## src/rtl/sct_pkg.sv

```systemverilog
// Shared constants and types for the sector cache tag and clock policy engine.
package sct_pkg;

  localparam int ENTRIES  = 64;
  localparam int IDX_W    = $clog2(ENTRIES);

  localparam int OP_W     = 2;
  localparam int SECTOR_W = 32;
  localparam int ENTRY_W  = 6;

  // Output word: entry_index, then write_back_sector, padded to whole bytes.
  localparam int OUT_DATA_W = ((ENTRY_W + SECTOR_W + 7) / 8) * 8;
  localparam int IN_DATA_W  = ((SECTOR_W + 7) / 8) * 8;
  localparam int IN_USER_W  = OP_W;
  localparam int OUT_USER_W = 3;

  localparam logic [OP_W-1:0] OP_READ  = 2'd0;
  localparam logic [OP_W-1:0] OP_WRITE = 2'd1;
  localparam logic [OP_W-1:0] OP_FLUSH = 2'd2;

  typedef enum logic [7:0] {
    S_IDLE   = 8'b0000_0001,
    S_LOOKUP = 8'b0000_0010,
    S_HIT    = 8'b0000_0100,
    S_VSCAN  = 8'b0000_1000,
    S_VREAD  = 8'b0001_0000,
    S_VDATA  = 8'b0010_0000,
    S_FLSCAN = 8'b0100_0000,
    S_FLDATA = 8'b1000_0000
  } state_t;

endpackage

```

## src/rtl/sector_cache_clock_tags_top.sv

```systemverilog
// Top level of the sector cache tag store with second-chance clock replacement.
//
// Input channel (in_*): one word per request. in_tuser carries the operation
// (read, write or flush) and in_tdata the sector number. Code 3 is dropped.
// Output channel (out_*): one word per result. A read or write gives one
// word; a flush gives one word per dirty entry in index order, or a single
// all-zero word when nothing is dirty. out_tlast marks a request's final word.
// Requests are handled one at a time. A lookup streams the tag RAM, one entry
// per cycle, until a hit or the last entry. A miss adds the clock scan over
// the flag registers, one entry per cycle, which at worst makes a pass that
// clears every reference bit and then stops on entry 0 again, plus a tag RAM
// read of the victim. A flush scans up to the last dirty entry, reading the
// tag RAM for each dirty entry, or all entries when nothing is dirty. The tag
// RAM port is the limit of the lookup.
// Reset clears the valid, reference and dirty flags at once; the tag RAM is
// not cleared and its contents are used only for valid entries. A result waits in the
// output register while out_tready is low; the engine keeps working on the
// current request and only stalls when it has the next word ready.
module sector_cache_clock_tags_top
  import sct_pkg::*;
(
  input  logic                  clk,
  input  logic                  rst_n,
  input  logic                  in_tvalid,
  output logic                  in_tready,
  input  logic [IN_DATA_W-1:0]  in_tdata,   // [31:0] sector
  input  logic [IN_USER_W-1:0]  in_tuser,   // [1:0] operation
  output logic                  out_tvalid,
  input  logic                  out_tready,
  output logic [OUT_DATA_W-1:0] out_tdata,  // [5:0] entry_index, [37:6] write_back_sector
  output logic [OUT_USER_W-1:0] out_tuser,  // [0] hit, [1] write_back, [2] fill
  output logic                  out_tlast
);

  localparam logic [IDX_W-1:0] LAST_IDX = IDX_W'(ENTRIES - 1);

  state_t state_r, state_nxt;

  logic [ENTRIES-1:0] valid_r, valid_nxt;
  logic [ENTRIES-1:0] ref_r, ref_nxt;
  logic [ENTRIES-1:0] dirty_r, dirty_nxt;

  logic [IDX_W-1:0] scan_idx_r, scan_idx_nxt;
  logic [IDX_W-1:0] cmp_idx_r, cmp_idx_nxt;
  logic [IDX_W-1:0] ent_idx_r, ent_idx_nxt;
  logic             issue_done_r, issue_done_nxt;
  logic             cmp_v_r, cmp_v_nxt;
  logic [SECTOR_W-1:0] sector_r, sector_nxt;
  logic             is_write_r, is_write_nxt;

  logic                out_valid_r, out_valid_nxt;
  logic                out_hit_r, out_hit_nxt;
  logic [IDX_W-1:0]    out_idx_r, out_idx_nxt;
  logic                out_wb_r, out_wb_nxt;
  logic [SECTOR_W-1:0] out_wbs_r, out_wbs_nxt;
  logic                out_fill_r, out_fill_nxt;
  logic                out_last_r, out_last_nxt;

  logic                ram_we, ram_re;
  logic [IDX_W-1:0]    ram_addr;
  logic [SECTOR_W-1:0] ram_rdata;

  logic in_fire, out_free, more_dirty;
  logic [ENTRIES-1:0] vd;

  sct_ram #(
    .WIDTH (SECTOR_W),
    .DEPTH (ENTRIES)
  ) u_tags (
    .clk   (clk),
    .we    (ram_we),
    .re    (ram_re),
    .addr  (ram_addr),
    .wdata (sector_r),
    .rdata (ram_rdata)
  );

  assign in_tready = (state_r == S_IDLE);
  assign in_fire   = in_tvalid && in_tready;
  assign out_free  = !out_valid_r || out_tready;
  assign vd        = valid_r & dirty_r;

  // Is any valid dirty entry left above the one being flushed?
  always_comb begin
    more_dirty = 1'b0;
    for (int j = 0; j < ENTRIES; j++) begin
      if (IDX_W'(j) > ent_idx_r && vd[j]) begin
        more_dirty = 1'b1;
      end
    end
  end

  always_comb begin
    state_nxt      = state_r;
    valid_nxt      = valid_r;
    ref_nxt        = ref_r;
    dirty_nxt      = dirty_r;
    scan_idx_nxt   = scan_idx_r;
    cmp_idx_nxt    = cmp_idx_r;
    ent_idx_nxt    = ent_idx_r;
    issue_done_nxt = issue_done_r;
    cmp_v_nxt      = 1'b0;
    sector_nxt     = sector_r;
    is_write_nxt   = is_write_r;
    out_valid_nxt  = out_valid_r && !out_tready;
    out_hit_nxt    = out_hit_r;
    out_idx_nxt    = out_idx_r;
    out_wb_nxt     = out_wb_r;
    out_wbs_nxt    = out_wbs_r;
    out_fill_nxt   = out_fill_r;
    out_last_nxt   = out_last_r;
    ram_we         = 1'b0;
    ram_re         = 1'b0;
    ram_addr       = ent_idx_r;

    unique case (state_r)
      S_IDLE: begin
        if (in_fire) begin
          sector_nxt     = in_tdata[SECTOR_W-1:0];
          is_write_nxt   = (in_tuser == OP_WRITE);
          scan_idx_nxt   = '0;
          issue_done_nxt = 1'b0;
          ent_idx_nxt    = '0;
          if (in_tuser == OP_READ || in_tuser == OP_WRITE) begin
            state_nxt = S_LOOKUP;
          end else if (in_tuser == OP_FLUSH) begin
            state_nxt = S_FLSCAN;
          end
        end
      end

      // Tag reads stream one per cycle; the compare follows in the cycle after each read.
      S_LOOKUP: begin
        ram_addr    = scan_idx_r;
        ram_re      = !issue_done_r;
        cmp_v_nxt   = !issue_done_r;
        cmp_idx_nxt = scan_idx_r;
        if (!issue_done_r) begin
          if (scan_idx_r == LAST_IDX) begin
            issue_done_nxt = 1'b1;
          end else begin
            scan_idx_nxt = scan_idx_r + 1'b1;
          end
        end
        if (cmp_v_r && valid_r[cmp_idx_r] && ram_rdata == sector_r) begin
          ent_idx_nxt = cmp_idx_r;
          cmp_v_nxt   = 1'b0;
          state_nxt   = S_HIT;
        end else if (cmp_v_r && cmp_idx_r == LAST_IDX) begin
          ent_idx_nxt = '0;
          state_nxt   = S_VSCAN;
        end
      end

      S_HIT: begin
        if (out_free) begin
          out_valid_nxt = 1'b1;
          out_hit_nxt   = 1'b1;
          out_idx_nxt   = ent_idx_r;
          out_wb_nxt    = 1'b0;
          out_wbs_nxt   = '0;
          out_fill_nxt  = 1'b0;
          out_last_nxt  = 1'b1;
          ref_nxt[ent_idx_r] = 1'b1;
          if (is_write_r) begin
            dirty_nxt[ent_idx_r] = 1'b1;
          end
          state_nxt = S_IDLE;
        end
      end

      // Second chance: a referenced entry loses its bit and the hand moves on.
      S_VSCAN: begin
        if (!valid_r[ent_idx_r] || !ref_r[ent_idx_r]) begin
          state_nxt = S_VREAD;
        end else begin
          ref_nxt[ent_idx_r] = 1'b0;
          ent_idx_nxt = (ent_idx_r == LAST_IDX) ? '0 : ent_idx_r + 1'b1;
        end
      end

      S_VREAD: begin
        ram_re    = 1'b1;
        state_nxt = S_VDATA;
      end

      S_VDATA: begin
        if (out_free) begin
          out_valid_nxt = 1'b1;
          out_hit_nxt   = 1'b0;
          out_idx_nxt   = ent_idx_r;
          out_wb_nxt    = vd[ent_idx_r];
          out_wbs_nxt   = vd[ent_idx_r] ? ram_rdata : '0;
          out_fill_nxt  = 1'b1;
          out_last_nxt  = 1'b1;
          ram_we        = 1'b1;
          valid_nxt[ent_idx_r] = 1'b1;
          ref_nxt[ent_idx_r]   = 1'b1;
          dirty_nxt[ent_idx_r] = is_write_r;
          state_nxt = S_IDLE;
        end
      end

      S_FLSCAN: begin
        if (vd[ent_idx_r]) begin
          ram_re    = 1'b1;
          state_nxt = S_FLDATA;
        end else if (ent_idx_r == LAST_IDX) begin
          // Reaching the end here means nothing was dirty.
          if (out_free) begin
            out_valid_nxt = 1'b1;
            out_hit_nxt   = 1'b0;
            out_idx_nxt   = '0;
            out_wb_nxt    = 1'b0;
            out_wbs_nxt   = '0;
            out_fill_nxt  = 1'b0;
            out_last_nxt  = 1'b1;
            state_nxt     = S_IDLE;
          end
        end else begin
          ent_idx_nxt = ent_idx_r + 1'b1;
        end
      end

      S_FLDATA: begin
        if (out_free) begin
          out_valid_nxt = 1'b1;
          out_hit_nxt   = 1'b0;
          out_idx_nxt   = ent_idx_r;
          out_wb_nxt    = 1'b1;
          out_wbs_nxt   = ram_rdata;
          out_fill_nxt  = 1'b0;
          out_last_nxt  = !more_dirty;
          dirty_nxt[ent_idx_r] = 1'b0;
          if (more_dirty) begin
            ent_idx_nxt = ent_idx_r + 1'b1;
            state_nxt   = S_FLSCAN;
          end else begin
            state_nxt = S_IDLE;
          end
        end
      end

      default: begin
        state_nxt = S_IDLE;
      end
    endcase
  end

  always_ff @(posedge clk) begin
    if (!rst_n) begin
      state_r     <= S_IDLE;
      valid_r     <= '0;
      ref_r       <= '0;
      dirty_r     <= '0;
      out_valid_r <= 1'b0;
      cmp_v_r     <= 1'b0;
    end else begin
      state_r     <= state_nxt;
      valid_r     <= valid_nxt;
      ref_r       <= ref_nxt;
      dirty_r     <= dirty_nxt;
      out_valid_r <= out_valid_nxt;
      cmp_v_r     <= cmp_v_nxt;
    end
  end

  always_ff @(posedge clk) begin
    scan_idx_r   <= scan_idx_nxt;
    cmp_idx_r    <= cmp_idx_nxt;
    ent_idx_r    <= ent_idx_nxt;
    issue_done_r <= issue_done_nxt;
    sector_r     <= sector_nxt;
    is_write_r   <= is_write_nxt;
    out_hit_r    <= out_hit_nxt;
    out_idx_r    <= out_idx_nxt;
    out_wb_r     <= out_wb_nxt;
    out_wbs_r    <= out_wbs_nxt;
    out_fill_r   <= out_fill_nxt;
    out_last_r   <= out_last_nxt;
  end

  assign out_tvalid = out_valid_r;
  assign out_tdata  = OUT_DATA_W'({out_wbs_r, ENTRY_W'(out_idx_r)});
  assign out_tuser  = {out_fill_r, out_wb_r, out_hit_r};
  assign out_tlast  = out_last_r;

  // A hit always points at a valid entry.
  a_hit_valid: assert property (@(posedge clk) disable iff (!rst_n)
    (state_r == S_HIT) |-> valid_r[ent_idx_r])
    else $error("hit on an invalid entry");

  // The clock hand stops only on an invalid or unreferenced entry.
  a_victim_ok: assert property (@(posedge clk) disable iff (!rst_n)
    (state_r == S_VDATA) |-> (!valid_r[ent_idx_r] || !ref_r[ent_idx_r]))
    else $error("victim still referenced");

  // A flush result is only produced for a valid dirty entry.
  a_flush_dirty: assert property (@(posedge clk) disable iff (!rst_n)
    (state_r == S_FLDATA) |-> vd[ent_idx_r])
    else $error("flushing a clean entry");

  // A new word is never loaded over one that has not been taken.
  a_no_overwrite: assert property (@(posedge clk) disable iff (!rst_n)
    (out_valid_r && !out_tready) |=> (out_valid_r && $stable(out_last_r)))
    else $error("pending result overwritten");

  // A read, write or flush request always leaves idle.
  a_leave_idle: assert property (@(posedge clk) disable iff (!rst_n)
    (in_fire && (in_tuser == OP_READ || in_tuser == OP_WRITE || in_tuser == OP_FLUSH))
    |=> (state_r != S_IDLE))
    else $error("request not started");

endmodule

```

## src/rtl/sct_ram.sv

```systemverilog
// Generic single-port synchronous RAM with a registered read.
module sct_ram #(
  parameter int WIDTH = 32,
  parameter int DEPTH = 64
) (
  input  logic                     clk,
  input  logic                     we,
  input  logic                     re,
  input  logic [$clog2(DEPTH)-1:0] addr,
  input  logic [WIDTH-1:0]         wdata,
  output logic [WIDTH-1:0]         rdata
);

  logic [WIDTH-1:0] mem [DEPTH];
  logic [WIDTH-1:0] rdata_r;

  always_ff @(posedge clk) begin
    if (we) begin
      mem[addr] <= wdata;
    end
    if (re) begin
      rdata_r <= mem[addr];
    end
  end

  assign rdata = rdata_r;

endmodule

```

## config.mk

```make
export PLATFORM = sky130hd
export DESIGN_NAME = sector_cache_clock_tags_top
export DESIGN_NICKNAME = d
export VERILOG_FILES = /design/src/rtl/sct_pkg.sv /design/src/rtl/sector_cache_clock_tags_top.sv /design/src/rtl/sct_ram.sv
export SDC_FILE = /design/constraint.sdc
export NUM_CORES = 2
export LEC_CHECK = 0
export BUFFER_PORTS_ARGS = -buffer_cell sky130_fd_sc_hd__clkbuf_2
export CAP_MARGIN = 40
export CORE_ASPECT_RATIO = 1.25
export CORE_UTILIZATION = 63
export CTS_CLUSTER_SIZE = 8
export DETAILED_ROUTE_END_ITERATION = 10
export PLACE_DENSITY = 0.78
export SLEW_MARGIN = 20
export SYNTH_ARGS = -nofsm -noshare
export SYNTH_HDL_FRONTEND = slang
export SYNTH_SLANG_ARGS = --single-unit
```

## constraint.sdc

```tcl
create_clock -name clk -period 4.9 [get_ports clk]
set_input_delay 0.245 -clock clk [delete_from_list [all_inputs] [get_ports clk]]
set_output_delay 0.245 -clock clk [all_outputs]
set_load 0.02 [all_outputs]
```

After elaboration in Yosys (flattened, before gate mapping)
Memories as Yosys holds them, arrays and structs flattened. A register that Yosys moved wholly into a read port is not among the register bits.
Index checks and enable logic that the tools add are counted.
- register bits: 296
- latch bits: 0
- bits in writable memories: 2048
- ROM bits: 0
- output and inout port bits: 46
- memories kept: 1
- memory list (name ; depth ; width ; rd ports ; clocked after Yosys merged registers in ; write ports ; line ; RTL):
    u_tags.mem ; 64 ; 32 ; 1 ; 1 ; 1 ; sct_ram.sv:14 ; logic [WIDTH-1:0] mem [DEPTH];
- add/subtract/negate cells: 2
- multiply operators: 0
- divide/modulo/power cells: 0
- order comparisons: 67
- equal/unequal tests: 33
- shifts and indexed selects: 0
- mux-type cells: 154
- bitwise operators: 9
- reductions and logical operators: 107
- operator list (operator ; number):
    64-bit two-way mux ; 6
    64-bit bitwise AND ; 3
    6-bit > comparator (first input constant) ; 32
    32-bit two-way mux ; 6
    64-bit bitwise OR ; 3
    64-bit case mux with 3 select lines ; 1
    32-bit case mux with 4 select lines ; 1
    64-bit case mux with 2 select lines ; 1
    5-bit by 6-bit > comparator with 1-bit output (first input constant) ; 16
    6-bit two-way mux ; 16
    1-bit two-way mux ; 95
    8-bit two-way mux ; 10
    1-bit logical AND ; 70
    64-bit bitwise mux ; 1
    64-bit inverter ; 1
    8-bit case mux with 7 select lines ; 1
    4-bit by 6-bit > comparator with 1-bit output (first input constant) ; 8
    32-bit equality test ; 1
    6-bit case mux with 5 select lines ; 1
    2-bit inequality test (second input constant) ; 13
    1-bit binary-select mux with 6-bit select ; 4
    3-bit by 6-bit > comparator with 1-bit output (first input constant) ; 4
    6-bit case mux with 2 select lines ; 2
    6-bit equality test (second input constant) ; 3
    other kinds (39) ; 73

Depth between registers and ports, before layout
- word-level depth: 69
- depth in mapped cells: 15
- gate-level depth less buffers: 11

Hierarchy
A second synthesis with hierarchy kept.
- cells, all modules: 6150
- area, all modules: 94714.6 µm²
- by module, submodules not included (module ; instances ; cells each ; area an instance (µm²) ; sequential area each (µm²)):
    sct_ram ; 1 ; 4370 ; 78935.7 ; 62459.9
    sector_cache_clock_tags_top ; 1 ; 1780 ; 15778.9 ; 6866.6

Least setup slack after synthesis
No wires, ideal clock.
- kind: register to register
- from: register ent_idx_r[0]
- to: memory u_tags.mem[14][0] (enable)
- data arrival time: 3.614 ns
- required time: 4.479 ns
- setup slack: 0.865 ns
- cell stages (with the launch flop): 12
- path buffers: 6
- clock period less this slack: 4.035 ns
- cell sequence: edfxtp_1 buf_4 buf_6 and3b_1 buf_2 nand2_1 o21ai_2 buf_6 clkbuf_1 buf_1 nand2_1 nor2_1
- word-level cells in the longest chain between the ends: 1
- ends and longest elaborated chain (element ; line ; RTL):
    start: declaration ; sector_cache_clock_tags_top.sv:45 ; logic [IDX_W-1:0] ent_idx_r, ent_idx_nxt;
    start signal: assignment ; sector_cache_clock_tags_top.sv:271 ; ent_idx_r <= ent_idx_nxt;
    6-bit two-way mux ; sector_cache_clock_tags_top.sv:116 ; unique case (state_r)
    end: declaration ; sct_ram.sv:14 ;
Every way passes these cells.

Worst setup path after layout
- from: register ent_idx_r[1]
- to: register state_r[6]
- word-level cells in the longest chain between the ends: 69
- elaborated cells between the ends (all ways): 209
- ends and longest elaborated chain (element ; line ; RTL):
    1-bit by 6-bit > comparator with 1-bit output ; sector_cache_clock_tags_top.sv:87 ; if (IDX_W'(j) > ent_idx_r && vd[j]) begin
    1-bit logical AND ; sector_cache_clock_tags_top.sv:87 ;
    1-bit two-way mux (64 in series) ; sector_cache_clock_tags_top.sv:87 ;
    7-bit two-way mux ; sector_cache_clock_tags_top.sv:235 ; if (more_dirty) begin
    8-bit two-way mux ; sector_cache_clock_tags_top.sv:226 ; if (out_free) begin
    8-bit case mux with 7 select lines ; sector_cache_clock_tags_top.sv:116 ;
    end signal: assignment ; sector_cache_clock_tags_top.sv:259 ; state_r <= state_nxt;
    end: declaration ; sector_cache_clock_tags_top.sv:37 ; state_t state_r, state_nxt;
Several ways; a longest one is shown, not always the timed one. The select of a mux whose other input is x is not followed.
A chain may end at the register's enable or synchronous reset.

==> results.sh <==
export IMPL_max_freq_mhz=225
export IMPL_path_max_fanout=20
export IMPL_synth_ff_type="edfxtp_1"
export IMPL_die_h_um=425
export IMPL_final_max_slew_viol_count=0
export IMPL_grt_pass1_vias=61200
export IMPL_cts_resized=0
export IMPL_drt_iter0_drc=11100
export IMPL_viasPerCell=7.89
export IMPL_synth_simple_gate_area_share_pct=4.19
export IMPL_tightest_slew_ns=0.941
export IMPL_initial_core_util_pct=63.8
export IMPL_slew_headroom_pct=37.1
export IMPL_fin_skew_ns=0.0811
export IMPL_clkTransAtPathRegs_ns=0.05
export IMPL_cts_sinks=2376
export IMPL_rrSetupSlack_ns=0.46
export IMPL_std_cell_rows=154
export IMPL_yosys_area_share_adder_pct=0.0804
export IMPL_synth_top_cell_area_share_pct=72.4
export IMPL_fin_crit_ns=4.44
export IMPL_seq_area_frac_synth_pct=76.8
export IMPL_yosys_warnings=0
export IMPL_min_path_cells=2
export IMPL_drive_gt1_share_pct=16.3
export IMPL_cap_violations=0
export IMPL_peakVddDrop_v=0.000502
export IMPL_worstRegToRegCells=13
export IMPL_final_nets=5991
export IMPL_wire_per_inst_um=40.9
export IMPL_status="finished clean"
export IMPL_crit_arrival_ns=5.29
export IMPL_area_growth_pct=16.5
export IMPL_finalWeightedCongestion=1.07
export IMPL_vias=62200
export IMPL_postRouteAntennaNets=0
export IMPL_end_kind="flip-flop"
export IMPL_ys_async_sr_fraction_pct=0
export IMPL_routed_wl_um=322000
export IMPL_grt_ovfl_total=0
export IMPL_syn_inst=5516
export IMPL_p_per_area_nw_per_um2=523
export IMPL_setup_viol=0
export IMPL_post_place_ws_ns=0.845
export IMPL_cts_root_buf="clkbuf_16"
export IMPL_worstHoldPathType="in -> reg"
export IMPL_ios=84
export IMPL_fin_crit_sh_pct=90.6
export IMPL_synth_area_mux_share_pct=1.12
export IMPL_dpl_hpwl_um=181000
export IMPL_synth_area_per_cell_sq_um=16.4
export IMPL_core_area_sq_um=141000
export IMPL_die_x_um=340
export IMPL_fill_cells=7598
export IMPL_hold_viol=0
export IMPL_grt_max_degree=69
export IMPL_synthTopCellsByArea="edfxtp_1 (72%), a22oi_1 (4.9%), dfxtp_1 (4.5%)"
export IMPL_grt_pass1_wl_um=445000
export IMPL_port_buffers=81
export IMPL_setup_tns_final_ns=0
export IMPL_htreeDepth=5
export IMPL_finalWorstSetupSlack_ns=0.462
export IMPL_path_class="reg -> reg"
export IMPL_netlist_area_sq_um=90200
export IMPL_rsz0062_at_grt="no"
export IMPL_worstSetupStartpointType="flip-flop"
export IMPL_synth_top_family_by_area="compound AO/OA/AOI/OAI gates"
export IMPL_grt_usage_pct=44.1
export IMPL_cts_made_buffers=347
export IMPL_dr_pass1_iters=7
export IMPL_clock_latency_ns=0.96
export IMPL_yosysUniqueCellTypes=106
export IMPL_p_leak_uw=0.0329
export IMPL_cp_required_ns=5.75
export IMPL_drc_errors=0
export IMPL_ys_ff_latch=2376
export IMPL_cts_tree="yes"
export IMPL_synth_edff_count=2174
export IMPL_synth_xor_area_share_pct=0.369
export IMPL_die_area_sq_um=145000
export IMPL_yosys_area_top_type="edfxtp_1"
export IMPL_synth_compound_area_share_pct=15.0
export IMPL_clock_tree_buffer_depth=4
export IMPL_antenna_found_initial=8
==> cells in the final DEF, fill, tap and decap left out, types with 18 or more instances in the layout <==
master         count
a22o_1           231
dfxtp_1          202
a31oi_1          291
o211ai_1          64
clkbuf_16        353
nor2b_1           44
clkbuf_1          35
a221oi_1         228
buf_12            86
nor2_1           184
nor4_1            70
dlygate4sd3_1     39
nand3b_1          18
nand3_1           43
o31ai_1           64
mux2i_1           41
xnor2_1           21
a21oi_1           94
buf_4            292
nor3_1            24
o21ai_0           84
a22oi_1          590
edfxtp_1        2174
nor2_4            66
a41oi_1           31
clkbuf_2          82
nand2_1          218
mux4_2            22
==> cells in the mapped netlist (all sizes together) (7+ instances only) <==
cell type	count
nand4	12
nand3	44
xor2	17
inv	13
nor2	254
a221oi	228
nor2b	44
o22ai	17
xnor2	21
dfxtp	202
o21ai	92
o211ai	64
nor4	72
nand3b	19
o31ai	67
nand2b	9
mux2i	41
edfxtp	2174
nand2	220
mux2	9
mux4	22
buf	223
a22o	231
or3b	7
nor3	30
o21a	18
and2	16
clkbuf	199
a22oi	590
a41oi	32
a21oi	101
and3	10
a31oi	292
==> path summary, 6_finish.rpt <==
kind	startpoint	to
hold / removal	in_tdata[21]	sector_r[21]
setup reg to reg	ent_idx_r[1]	state_r[6]
setup / recovery	ent_idx_r[1]	state_r[6]
hold reg to reg	flip-flop	flip-flop
==> state kept, by name (all words and copies together), names as in the netlist, 6 cells and up, named ones only <==
name	count
u_tags.mem	2048
dirty_r	64
valid_r	64
out_wbs_r	32
sector_r	32
u_tags.rdata	32
state_r	8
cmp_idx_r	6
ent_idx_r	6
out_idx_r	6
scan_idx_r	6
==> worst max-delay path: stages (launching register included) <==
cell,delay [ns]
edfxtp_1,0.61
buf_4,0.33
buf_4,0.23
and2_1,0.28
buf_4,0.21
a22o_1,0.18
a221oi_1,0.56
a211oi_1,0.10
a31oi_1,0.31
o22ai_2,0.24
buf_4,0.20
nor3_2,0.38
o2bb2ai_1,0.16
dlygate4sd3_1,0.56
==> through the flow <==
stage	cells	util, %	area (sq um)	total power [uW]	hold slack [ns]
floorplan	5517	-	90200	29400	0.344
global placement	7424	67.5	95500	33500	0.422
detailed placement	7429	67.6	95600	33700	0.424
CTS	7864	74.3	105000	54300	0.00212
global route	7868	74.3	105000	55800	0.0214
finish	7875	74.3	105000	54900	0.0437
==> cell type report <==
cell class,count,area [sq um],area share [%]
antenna,8,20.0,0.0190
multi-input combinational,2706,19500,18.5
timing repair buffer,504,4840,4.60
clock inverter,7,82.6,0.0786
sequential,2376,69300,66.0
tap,1872,2340,2.23
clock buffer,389,8980,8.54
inverter,13,51.3,0.0488
==> kinds of logic (layout without fill, tap and decap cells) <==
family / Yosys count / after routing
adders and majority gates: 6 / 6
AOI/OAI and AO/OA: 1813 / 1813
xor gates and xnor gates: 38 / 38
buffers and inverters: 435 / 913
and+or+nand+nor: 775 / 775
DFF: 2376 / 2376
other: 1 / 10
muxes: 72 / 72
==> where the power goes <==
group	internal, uW	total (uW)	switching (uW)
Sequential	23300	23700	359
Combinational	3090	10400	7320
Clock	12700	20900	8170
==> per-layer routing <==
| metal | GRT usage (%) | vias up | routed length (um) | part of all wire [%] |
|---|---|---|---|---|
| met5 | 0 | - | 20 | 0.0062 |
| met2 | 67.6 | 6863 | 146000 | 45 |
| li1 | - | 23600 | - | - |
| met3 | 14.0 | 1727 | 46900 | 15 |
| met4 | 37.2 | 4 | 32100 | 10 |
| met1 | 50.9 | 30000 | 97000 | 30 |
==> timing repair <==
item / CTS / global route
hold buffers: 39 / 0
setup buffers: 0 / 0
hold endpoints to repair: 113 / 0
No activity file was read; power rests on OpenSTA's default activity.
